File: src/sv/gld_pkg.sv
`default_nettype none
package gld_pkg;
    localparam int unsigned CFG_W    = 4;
    localparam int unsigned CMD_W    = 1;
    localparam int unsigned BYTE_W   = 8;
    localparam int unsigned BUF_W    = 24;
    localparam int unsigned BCNT_W   = 5;
    localparam int unsigned MIN_SIZE = 2;
    localparam int unsigned MAX_SIZE = 8;

    localparam logic [CMD_W-1:0] CMD_FEED = 1'b0;
    localparam logic [CMD_W-1:0] CMD_PULL = 1'b1;

    typedef enum logic [2:0] {
        ST_IDLE,
        ST_FEED,
        ST_EXTRACT,
        ST_WALK,
        ST_WALK_WAIT,
        ST_POP,
        ST_POP_WAIT,
        ST_RESP
    } t_state;

    // Controller to datapath commands.
    typedef struct packed {
        logic restart;
        logic feed;
        logic extract;
        logic walk_issue;
        logic walk_step;
        logic pop_issue;
        logic resp_load;
    } t_cmd;

    // Datapath to controller status.
    typedef struct packed {
        logic stack_empty;
        logic finished;
        logic enough_bits;
        logic walk_more;
        logic walk_active;
    } t_status;

    typedef struct packed {
        logic [BYTE_W-1:0] symbol;
        logic              symbol_valid;
        logic              need_byte;
        logic              end_of_image;
        logic              error_flag;
    } t_result;
endpackage
`default_nettype wire

File: src/sv/gld_ctrl.sv
`default_nettype none
module gld_ctrl (
    input  wire logic            i_clk,
    input  wire logic            i_rst_n,
    input  wire logic            i_cfg_we,
    input  wire logic            i_req_valid,
    input  wire logic            i_req_cmd,
    input  wire logic            i_res_ready,
    input  wire gld_pkg::t_status i_status,
    output gld_pkg::t_cmd        o_cmd,
    output logic                 o_req_ready,
    output logic                 o_res_valid
);
    import gld_pkg::*;

    t_state r_state, n_state;

    always_ff @(posedge i_clk) begin
        if (!i_rst_n) begin
            r_state <= ST_IDLE;
        end else begin
            r_state <= n_state;
        end
    end

    always_comb begin
        n_state     = r_state;
        o_cmd       = '0;
        o_req_ready = 1'b0;
        o_res_valid = 1'b0;
        o_cmd.restart = i_cfg_we;
        unique case (r_state)
            ST_IDLE: begin
                o_req_ready = 1'b1;
                if (i_req_valid) begin
                    n_state = (i_req_cmd == CMD_PULL) ? ST_EXTRACT : ST_FEED;
                end
            end
            ST_FEED: begin
                o_cmd.feed      = 1'b1;
                o_cmd.resp_load = 1'b1;
                n_state         = ST_RESP;
            end
            ST_EXTRACT: begin
                priority if (!i_status.stack_empty) begin
                    o_cmd.pop_issue = 1'b1;
                    n_state         = ST_POP;
                end else if (!i_status.finished && i_status.enough_bits) begin
                    o_cmd.extract = 1'b1;
                    n_state       = ST_WALK;
                end else begin
                    o_cmd.resp_load = 1'b1;
                    n_state         = ST_RESP;
                end
            end
            ST_WALK: begin
                if (i_status.walk_active) begin
                    o_cmd.walk_issue = 1'b1;
                    n_state          = ST_WALK_WAIT;
                end else begin
                    n_state = ST_EXTRACT;
                end
            end
            ST_WALK_WAIT: begin
                o_cmd.walk_step = 1'b1;
                n_state         = ST_WALK;
            end
            ST_POP:      n_state = ST_POP_WAIT;
            ST_POP_WAIT: begin
                o_cmd.resp_load = 1'b1;
                n_state         = ST_RESP;
            end
            ST_RESP: begin
                o_res_valid = 1'b1;
                if (i_res_ready) begin
                    n_state = ST_IDLE;
                end
            end
            default: n_state = ST_IDLE;
        endcase
    end

    ap_ready_idle: assert property (@(posedge i_clk) disable iff (!i_rst_n)
        o_req_ready |-> (r_state == ST_IDLE))
        else $error("ready outside idle");
    ap_resp_hold: assert property (@(posedge i_clk) disable iff (!i_rst_n)
        (o_res_valid && !i_res_ready) |=> o_res_valid)
        else $error("result dropped");
    ap_pop_path: assert property (@(posedge i_clk) disable iff (!i_rst_n)
        (r_state == ST_POP) |=> (r_state == ST_POP_WAIT))
        else $error("pop path broken");
endmodule
`default_nettype wire

File: config.mk
export PLATFORM = sky130hd
export DESIGN_NAME = gld_ctrl
export DESIGN_NICKNAME = d
export VERILOG_FILES = /design/src/sv/gld_pkg.sv /design/src/sv/gld_ctrl.sv
export SDC_FILE = /design/constraint.sdc
export NUM_CORES = 1
export LEC_CHECK = 0
export BUFFER_PORTS_ARGS = -buffer_cell sky130_fd_sc_hd__buf_2
export CORE_AREA = 2 2 39 41
export CTS_BUF_LIST = sky130_fd_sc_hd__clkbuf_16
export DETAILED_ROUTE_END_ITERATION = 6
export DIE_AREA = 0 0 41 43
export GPL_ROUTABILITY_DRIVEN = 0
export PLACE_DENSITY = 0.46
export SYNTH_ARGS = -nofsm -noshare
export SYNTH_HDL_FRONTEND = slang
export SYNTH_SLANG_ARGS = --single-unit
File: constraint.sdc
create_clock -name i_clk -period 3.1 [get_ports i_clk]
set_clock_uncertainty 0.15 [all_clocks]
set_input_delay 0.62 -clock i_clk [delete_from_list [all_inputs] [get_ports i_clk]]
set_output_delay 0.62 -clock i_clk [all_outputs]
set_load 0.02 [all_outputs]
; ---- Word level (Yosys, flattened, before mapping)
; Index checks and enable logic that the tools add are counted.
[op_classes]
reduce_logical = 5
muxes = 21
eq_ne = 9
[op_table]
columns = op, n
row1 = $pmux 3 s7, 1
row2 = $mux 3, 5
row3 = $mux 1, 13
row4 = $eq 3x3->1 const B, 4
row5 = $eq 3x2->1 const B, 2
row6 = $ne 2x2->1 const B, 2
row7 = $eq 3x1->1 const B, 1
row8 = $logic_not 3->1, 1
row9 = $mux 2, 1
row10 = $pmux 1 s2, 1
row11 = $reduce_and 2->1, 1
row12 = $reduce_or 2->1, 1
row13 = $logic_and 1x1->1, 1
row14 = $logic_not 1->1, 1
[totals]
reg_bits = 3
in_bits = 11
out_inout_bits = 9
elab_cells = 36

; ---- Longest topological paths before layout
; Gate-level depths: netlist (run 1).
[depth]
depth_word = 5
mapped_depth = 4
ltp_nobuf = 3

; ---- Least setup slack after synthesis (run 1)
; No wires, ideal clock.
[synth_path]
kind = in2out
from = input port i_status[4] (netlist bit)
to = output port o_cmd[1] (netlist bit)
n_path_buf = 0
arrival_ns = 1.257
stages = 2
slack_ns = 1.073
required_ns = 2.330
path_cell_list = or4b_4 -> inv_1
[synth_rtl]
columns = item, line_no
row1 = from (decl), gld_ctrl.sv:9  ; input wire gld_pkg::t_status i_status,
row2 = to (decl), gld_ctrl.sv:10  ; output gld_pkg::t_cmd o_cmd,

==> results of run 1 <==
==> worst reg2reg max path, cell delays in order (launching register included) <==
cell and delay (ns):
dfxtp_1 0.54, or4b_4 0.53, o211ai_2 0.07, a21boi_1 0.08
==> per-layer routing <==
| layer | vias to the layer above | part of all wire |
|---|---|---|
| met5 | - | 0 |
| li1 | 162 | - |
| met2 | 9 | 0.45 |
| met4 | 0 | 0 |
| met3 | 0 | 0.077 |
| met1 | 130 | 0.47 |
==> power by group through the flow <==
stage / Clock, mW / Sequential, mW / Combinational [mW]
floorplan: 0 / 0.0513 / 0.0839
global placement: 0 / 0.0713 / 0.0869
detailed placement: 0 / 0.0709 / 0.0873
CTS: 0.203 / 0.0706 / 0.0881
global route: 0.207 / 0.0750 / 0.0967
finish: 0.199 / 0.0704 / 0.0867
==> logic make-up (layout without fill, tap and decap cells) <==
family                 Yosys count  count (layout)  share of synthesized area
AND/OR/NAND/NOR                 17              17                      0.423
AO/OA/AOI/OAI                    9               9                      0.247
buffers and inverters            7              23                      0.119
flip-flops                       3               3                      0.211
==> worst max path at each step <==
stage | cells after the start | endpoint | startpoint | slack (ns)
after CTS | 3 | o_cmd[1] | r_state[1] | 0.82
after global routing | 3 | o_cmd[1] | r_state[1] | 0.74
after global placement | 4 | o_cmd[1] | i_status[4] | 0.90
final | 3 | o_cmd[1] | r_state[1] | 0.82
after detailed placement | 4 | o_cmd[1] | i_status[4] | 0.89
after floorplan | 2 | o_cmd[1] | i_status[4] | 1.07
==> area by class of cell <==
| type | instances | area (sq um) |
|---|---|---|
| fillers | 158 | 943 |
| inverters | 3 | 11.3 |
| multi-input cells | 26 | 190 |
| repair buffers | 16 | 80.1 |
| clock inverters | 1 | 3.75 |
| well taps | 16 | 20.0 |
| flip-flops and latches | 3 | 60.1 |
| clock buffers | 3 | 75.1 |
==> cell usage after synthesis, drive strengths merged <==
cell type and count:
a2111o 1, a21boi 1, a21o 1, a21oi 2, a311oi 1, and2 1, and3 2, buf 4
dfxtp 3, inv 3, nand2 1, nand2b 2, nand3b 2, nand4b 1, nand4bb 1, nor2 3
nor3 1, nor3b 2, o211ai 1, o21ai 1, o21bai 1, or4b 1
==> per-stage QoR <==
stage	hold WS, ns	cell area [sq um]
final	0.490	440
after global routing	0.510	440
after CTS	0.492	440
after detailed placement	0.510	362
after global placement	0.515	362
after floorplan	0.463	284
==> results.md, run 1 <==
- Status: complete, no violations
- Layout cell share with drive strength beyond 1: 0.423
- Vias in the first global route: 249
- Required @ worst endpoint: 2.33 ns
- Mapped Area: 284 sq um
- Place WS: 0.893 ns
- #FFs+latches synth: 3
- I/O pin count: 20
- Commonest non-fill, non-tap cells in the layout: buf_2 (16), inv_1 (4), nor2_1 (3), clkbuf_16 (3), dfxtp_1 (3)
- CTS tree: yes
- R2r setup slk: 1.61 ns
- Maximum vdd drop: 0.503 mV
- Hold Crit Start: i_rst_n
- First-pass GRT wire length: 1080 microns
- H-tree depth: 1
- Max Cap Viol: 0
- Hold path endpoint: r_state[2]
- Drt first pass iters: 1
- Synth Instances: 36
- CTS root buf: clkbuf_16
- Post-synthesis sequential area ratio: 0.211
- Area growth syn-to-layout: 55.1%
- GRT Util Overall: 0.0961
- Rows: 14
- Sw frac: 0.286
- Skew-Pair Late Insertion Delay: 0.22 ns
- Vias after detailed routing: 301
- Initial antenna violation count: 0
- Type of the most critical hold path: input pin to flop
- M2 GR Usage: 0.125
- Crit-path slowest cell: dfxtp_1
- Sw power: 0.102 mW
- Setup bufs post-CTS: 0
- Syn Nets: 47
- Vias per cell: 4.43
- Die area: 1760 sq um
- Largest net degree at the start of global routing: 14
- CP startpoint kind: flop
- Drt total wl: 676 microns
- Placed insts: 64
- RSZ-0062 raised after global routing: no
- Worst EP arrival: 1.51 ns
- Slack of the critical path: 0.822 ns
- FF-to-FF Start: r_state[1]
- Power per Cell Area: 809 nW/um^2
- Yosys warns: 0
- PortBufs: 16
- Total gr overflow: 0
- Max Root-Sink Buffers: 2
- Max Freq: 439 MHz
- Met1 GRT Util: 0.121
- Reg power frac: 0.198
- CP Max Fanout: 12
- Diodes inserted: 0
- Avg Cell Area, Syn: 7.89 sq um
- Hold_buf cts: 0
- Distinct cells, synth: 23
- Tmin final: 2.28 ns
- Clock Sinks: 3
- Max reg flops: 3
- Commonest non-fill, non-tap cell in the layout: buf_2
- Die X-Extent: 41 microns
- Global route hottest layer: met2
- DR DRC count: 0
- Routed len/inst: 9.94 microns
- Post-synth top area cell: dfxtp_1
- Slowest cell delay on critical path: 0.54 ns
- Detail Route Antenna Nets: 0
- First-iteration detailed-routing DRC count: 0
- Worst-Margin Slew: 0.405 ns
- Tcrit/Tclk final: 0.735
- Design Power: 0.356 mW
- Clk pwr share: 0.559
- Hold Crit Depth: 3
- Largest Register: r_state
- CP Class: flop to primary output
- Synth top area share: 0.211
- Worst R2R Path Depth: 3
- Buf+Inv Stages, Crit Path: 2
- Final setup fails: 0
- Biggest regs: r_state: 3 flops
- Final Max Tran Viols: 0
- Reg clk slew, reported paths: 0.03 ns
- Met3 GRT Util: 0.0471
- Final core utilization: 0.318
- Final hold vios: 0
- Power share of the combinational group: 0.243
- Reg-to-Reg End: r_state[1]
- Starting Density: 0.205
- Leakage power: 0.225 nW
- Final #Nets: 64
- Worst slew margin: 0.730
- Top area cells in the synthesized netlist: dfxtp_1 (21%), buf_2 (5.3%), nand3b_1 (5.3%)
- Delay-heaviest family, CP: flip-flops
- Setup TNS: 0 ns
- Die Y: 43 microns
- Internal power: 0.255 mW
- Post-CTS sizing: 0
- Critical path endpoint category: primary output
- Final Instance Count excl. Fillers: 68
- Cts bufs inserted: 3
- Core Region: 1380 sq um
- CP cell instances: or4b_4 -> inv_1 -> buf_2
Power figures use the tool's default switching activity.
==> run 2: changes to the inputs <==
- PLACE_DENSITY: 0.46 -> 0.48
- clock period: 3.1 -> 1.95 ns (I/O delays scaled with it)
==> results.md, run 2 (synthesized netlist as in run 1, its figures left out) <==
- Status: complete, no violations
- Largest Register: r_state
- Power per Cell Area: 1260 nW/um^2
- Slowest cell delay on critical path: 0.54 ns
- CP Max Fanout: 7
- Vias after detailed routing: 309
- Final Max Tran Viols: 0
- Global route hottest layer: met1
- Required @ worst endpoint: 1.41 ns
- Clk pwr share: 0.542
- Core Region: 1380 sq um
- CP cell instances: or4b_4 -> inv_1 -> buf_2
- Drt first pass iters: 2
- Largest net degree at the start of global routing: 12
- Cts bufs inserted: 3
- Power share of the combinational group: 0.302
- Tmin final: 1.86 ns
- Area growth syn-to-layout: 63.4%
- Design Power: 0.585 mW
- Reg clk slew, reported paths: 0.03 ns
- Buf+Inv Stages, Crit Path: 2
- Max reg flops: 3
- Final setup fails: 0
- PortBufs: 16
- R2r setup slk: 0.62 ns
- Type of the most critical hold path: input pin to flop
- I/O pin count: 20
- First-pass GRT wire length: 1070 microns
- Rows: 14
- Post-CTS sizing: 0
- GRT Util Overall: 0.0913
- CTS root buf: clkbuf_16
- Maximum vdd drop: 0.839 mV
- Internal power: 0.420 mW
- Max Cap Viol: 0
- Worst-Margin Slew: 0.212 ns
- Max Freq: 537 MHz
- Die X-Extent: 41 microns
- Max Root-Sink Buffers: 2
- Skew-Pair Late Insertion Delay: 0.22 ns
- Leakage power: 0.241 nW
- Vias in the first global route: 269
- Worst EP arrival: 1.32 ns
- Worst slew margin: 0.858
- Reg power frac: 0.155
- Crit-path slowest cell: or4b_4
- Drt total wl: 676 microns
- Detail Route Antenna Nets: 0
- H-tree depth: 1
- Setup TNS: 0 ns
- Tcrit/Tclk final: 0.954
- DR DRC count: 0
- Met3 GRT Util: 0.0628
- Die Y: 43 microns
- Starting Density: 0.205
- Routed len/inst: 9.52 microns
- Hold_buf cts: 0
- Final #Nets: 67
- RSZ-0062 raised after global routing: no
- Met1 GRT Util: 0.128
- Fillers: 148
- Commonest non-fill, non-tap cells in the layout: buf_2 (16), inv_1 (4), nor2_1 (3), clkbuf_16 (3), buf_4 (3)
- Layout cell share with drive strength beyond 1: 0.473
- Sw frac: 0.282
- Commonest non-fill, non-tap cell in the layout: buf_2
- Diodes inserted: 0
- CP Class: flop to primary output
- Final hold vios: 0
- Total gr overflow: 0
- First-iteration detailed-routing DRC count: 3
- DP HPWL: 547 microns
- CP startpoint kind: flop
- M2 GR Usage: 0.103
- Delay-heaviest family, CP: simple AND/OR/NAND/NOR gates
- Clock Sinks: 3
- Die area: 1760 sq um
- Setup bufs post-CTS: 0
- Critical path endpoint category: primary output
- Sw power: 0.165 mW
- Initial antenna violation count: 0
- Vias per cell: 4.35
- CTS tree: yes
- Biggest regs: r_state: 3 flops
[run 2: path summary, 6_finish.rpt]
| path | to | startpoint | cells past startpoint |
|---|---|---|---|
| max | o_cmd[1] | r_state[2] | 3 |
| min | r_state[2] | i_rst_n | 3 |
| max reg2reg | r_state[2] | r_state[2] | 4 |
| min reg2reg | r_state[2] | r_state[0] | 2 |
[run 2: area by class of cell]
class                           count  area (sq um)  area share
Inverter                            3          11.3      0.0243
Tap cell                           16          20.0      0.0431
Multi-Input combinational cell     26           190       0.410
Clock buffer                        3          75.1       0.162
Timing Repair Buffer               19           103       0.221
Clock inverter                      1          3.75     0.00809
Sequential cell                     3          61.3       0.132
[run 2: worst reg2reg max path, stage by stage (launching register included)]
cell	delay (ns)
dfxtp_1	0.42
buf_4	0.19
nor2_1	0.08
a21o_1	0.15
a311oi_1	0.25
[run 2: metal layers]
metal	routed length [microns]	share of wire	vias up
met1	331	0.49	130
li1	-	-	170
met2	274	0.41	9
met5	0	0	-
met3	69	0.10	0
met4	0	0	0
[run 2: power by group through the flow]
stage	Sequential (mW)	Clock, mW	Combinational, mW
2_1_floorplan	0.0815	0	0.133
3_3_place_gp	0.0909	0	0.179
3_5_place_dp	0.0905	0	0.178
4_1_cts	0.0896	0.321	0.179
5_1_grt	0.0930	0.328	0.195
6_report	0.0908	0.317	0.177
[run 2: metrics by stage]
stage | hold slack (ns) | instance area, sq um | setup WS, ns | util | instances
2_1_floorplan | 0.352 | 284 | 0.278 | - | 36
3_3_place_gp | 0.481 | 384 | 0.207 | 0.278 | 67
3_5_place_dp | 0.483 | 384 | 0.202 | 0.278 | 67
4_1_cts | 0.255 | 463 | 0.0570 | 0.335 | 71
5_1_grt | 0.276 | 464 | 0.0425 | 0.335 | 71
6_report | 0.258 | 464 | 0.0891 | 0.335 | 71
==> run 3: changes to the inputs <==
- CELL_PAD_IN_SITES_DETAIL_PLACEMENT: not set -> 0
- CELL_PAD_IN_SITES_GLOBAL_PLACEMENT: not set -> 1
- PLACE_DENSITY: 0.48 -> 0.66
==> results.md, run 3 (synthesized netlist as in run 1, its figures left out) <==
- Rows: 14
- Final #Nets: 67
- Cts bufs inserted: 3
- Clock Sinks: 3
- Max Freq: 546 MHz
- CTS tree: yes
- Status: complete, no violations
- Final setup fails: 0
- Die Y: 43 microns
- Largest net degree at the start of global routing: 13
- Worst R2R Path Depth: 4
- First-pass GRT wire length: 1190 microns
- Diodes inserted: 0
- Area growth syn-to-layout: 63.4%
- Critical path depth: 3
- Type of the most critical hold path: input pin to flop
- CP Class: flop to primary output
- Crit-path slowest cell: or4b_4
- I/O pin count: 20
- H-tree depth: 1
- Worst EP arrival: 1.29 ns
- Final core utilization: 0.335
- Core Region: 1380 sq um
- Buf+Inv Stages, Crit Path: 2
- Reg-to-Reg End: r_state[1]
- Total gr overflow: 0
- Final Max Tran Viols: 0
- Hold Crit Start: i_rst_n
- Leakage power: 0.241 nW
- Required @ worst endpoint: 1.41 ns
- Layout cell share with drive strength beyond 1: 0.473
- FF-to-FF Start: r_state[0]
- Skew-Pair Late Insertion Delay: 0.22 ns
- Worst-Margin Slew: 0.198 ns
- Drt total wl: 747 microns
- Worst slew margin: 0.867
- Die area: 1760 sq um
- GRT Util Overall: 0.103
- Drt first pass iters: 3
- DR DRC count: 0
- Delay-heaviest family, CP: simple AND/OR/NAND/NOR gates
- Final hold vios: 0
- Largest Register: r_state
- PortBufs: 16
- Routed len/inst: 10.5 microns
- Hold path endpoint: r_state[2]
- Max Root-Sink Buffers: 2
- Setup TNS: 0 ns
- CTS root buf: clkbuf_16
- Vias in the first global route: 295
- CP startpoint kind: flop
- Maximum vdd drop: 0.454 mV
- RSZ-0062 raised after global routing: no
- CP cell instances: or4b_4 -> inv_1 -> buf_2
- Power per Cell Area: 1270 nW/um^2
- CP Max Fanout: 7
- Hold Crit Depth: 3
- Tcrit/Tclk final: 0.939
- DP HPWL: 556 microns
- Initial antenna violation count: 0
- Commonest non-fill, non-tap cells in the layout: buf_2 (16), inv_1 (4), nor2_1 (3), clkbuf_16 (3), buf_4 (3)
- Vias after detailed routing: 329
- Die X-Extent: 41 microns
- Commonest non-fill, non-tap cell in the layout: buf_2
- Detail Route Antenna Nets: 0
- Slowest cell delay on critical path: 0.48 ns
- Max Cap Viol: 0
- Reg clk slew, reported paths: 0.03 ns
- Hold_buf cts: 0
- Vias per cell: 4.63
- Tmin final: 1.83 ns
- Biggest regs: r_state: 3 flops
- Critical path endpoint category: primary output
- Starting Density: 0.205
- First-iteration detailed-routing DRC count: 4
- R2r setup slk: 0.65 ns
- Fillers: 172
- Max reg flops: 3
==> run 3: timing repair <==
action | CTS | global route
setup endpoints to repair | 0 | 1
resized for setup | 0 | 1
setup buffers | 0 | 0
endpoints found under the hold margin | 0 | 0
==> run 3: where the power goes <==
part	switching, mW	internal [mW]
clock network	0.0567	0.265
registers	0.0112	0.0753
logic	0.102	0.0811
total	0.170	0.421
==> run 3: worst reg2reg max path, stage by stage (launching register included) <==
cell,delay [ns]
dfxtp_1,0.30
buf_4,0.17
a2111o_1,0.40
o211ai_2,0.08
a21boi_1,0.08
==> run 3: per-stage QoR <==
step | area [sq um] | total power [mW] | std cells | hold WS (ns) | worst slack [ns]
CTS | 463 | 0.600 | 71 | 0.255 | 0.0359
finish | 464 | 0.591 | 71 | 0.265 | 0.120
detailed placement | 384 | 0.271 | 67 | 0.464 | 0.206
global route | 464 | 0.625 | 71 | 0.288 | 0.0524
floorplan | 284 | 0.215 | 36 | 0.352 | 0.278
global placement | 384 | 0.270 | 67 | 0.456 | 0.204
==> run 3: cell type report <==
cell class,count,area [sq um],area share
inverter,3,11.3,0.0243
sequential,3,61.3,0.132
clock buffer,3,75.1,0.162
clock inverter,1,3.75,0.00809
timing repair buffer,19,103,0.221
multi-input combinational,26,190,0.410
tap,16,20.0,0.0431
==> run 3: metal layers <==
layer  vias to the layer above  global-route usage  share of wire
li1                        168                   -              -
met1                       153               0.141           0.47
met2                         8               0.138           0.46
met3                         0              0.0471          0.071
met4                         0              0.0400              0
met5                         -                   0              0
==> run 3: how the worst max path moves through the flow <==
stage,start,to
3_3_place_gp,i_status[4],o_cmd[1]
3_5_place_dp,i_status[4],o_cmd[1]
2_1_floorplan,r_state[1],o_cmd[3]
4_1_cts,r_state[1],o_cmd[1]
5_1_grt,r_state[2],o_cmd[0]
6_report,r_state[1],o_cmd[1]
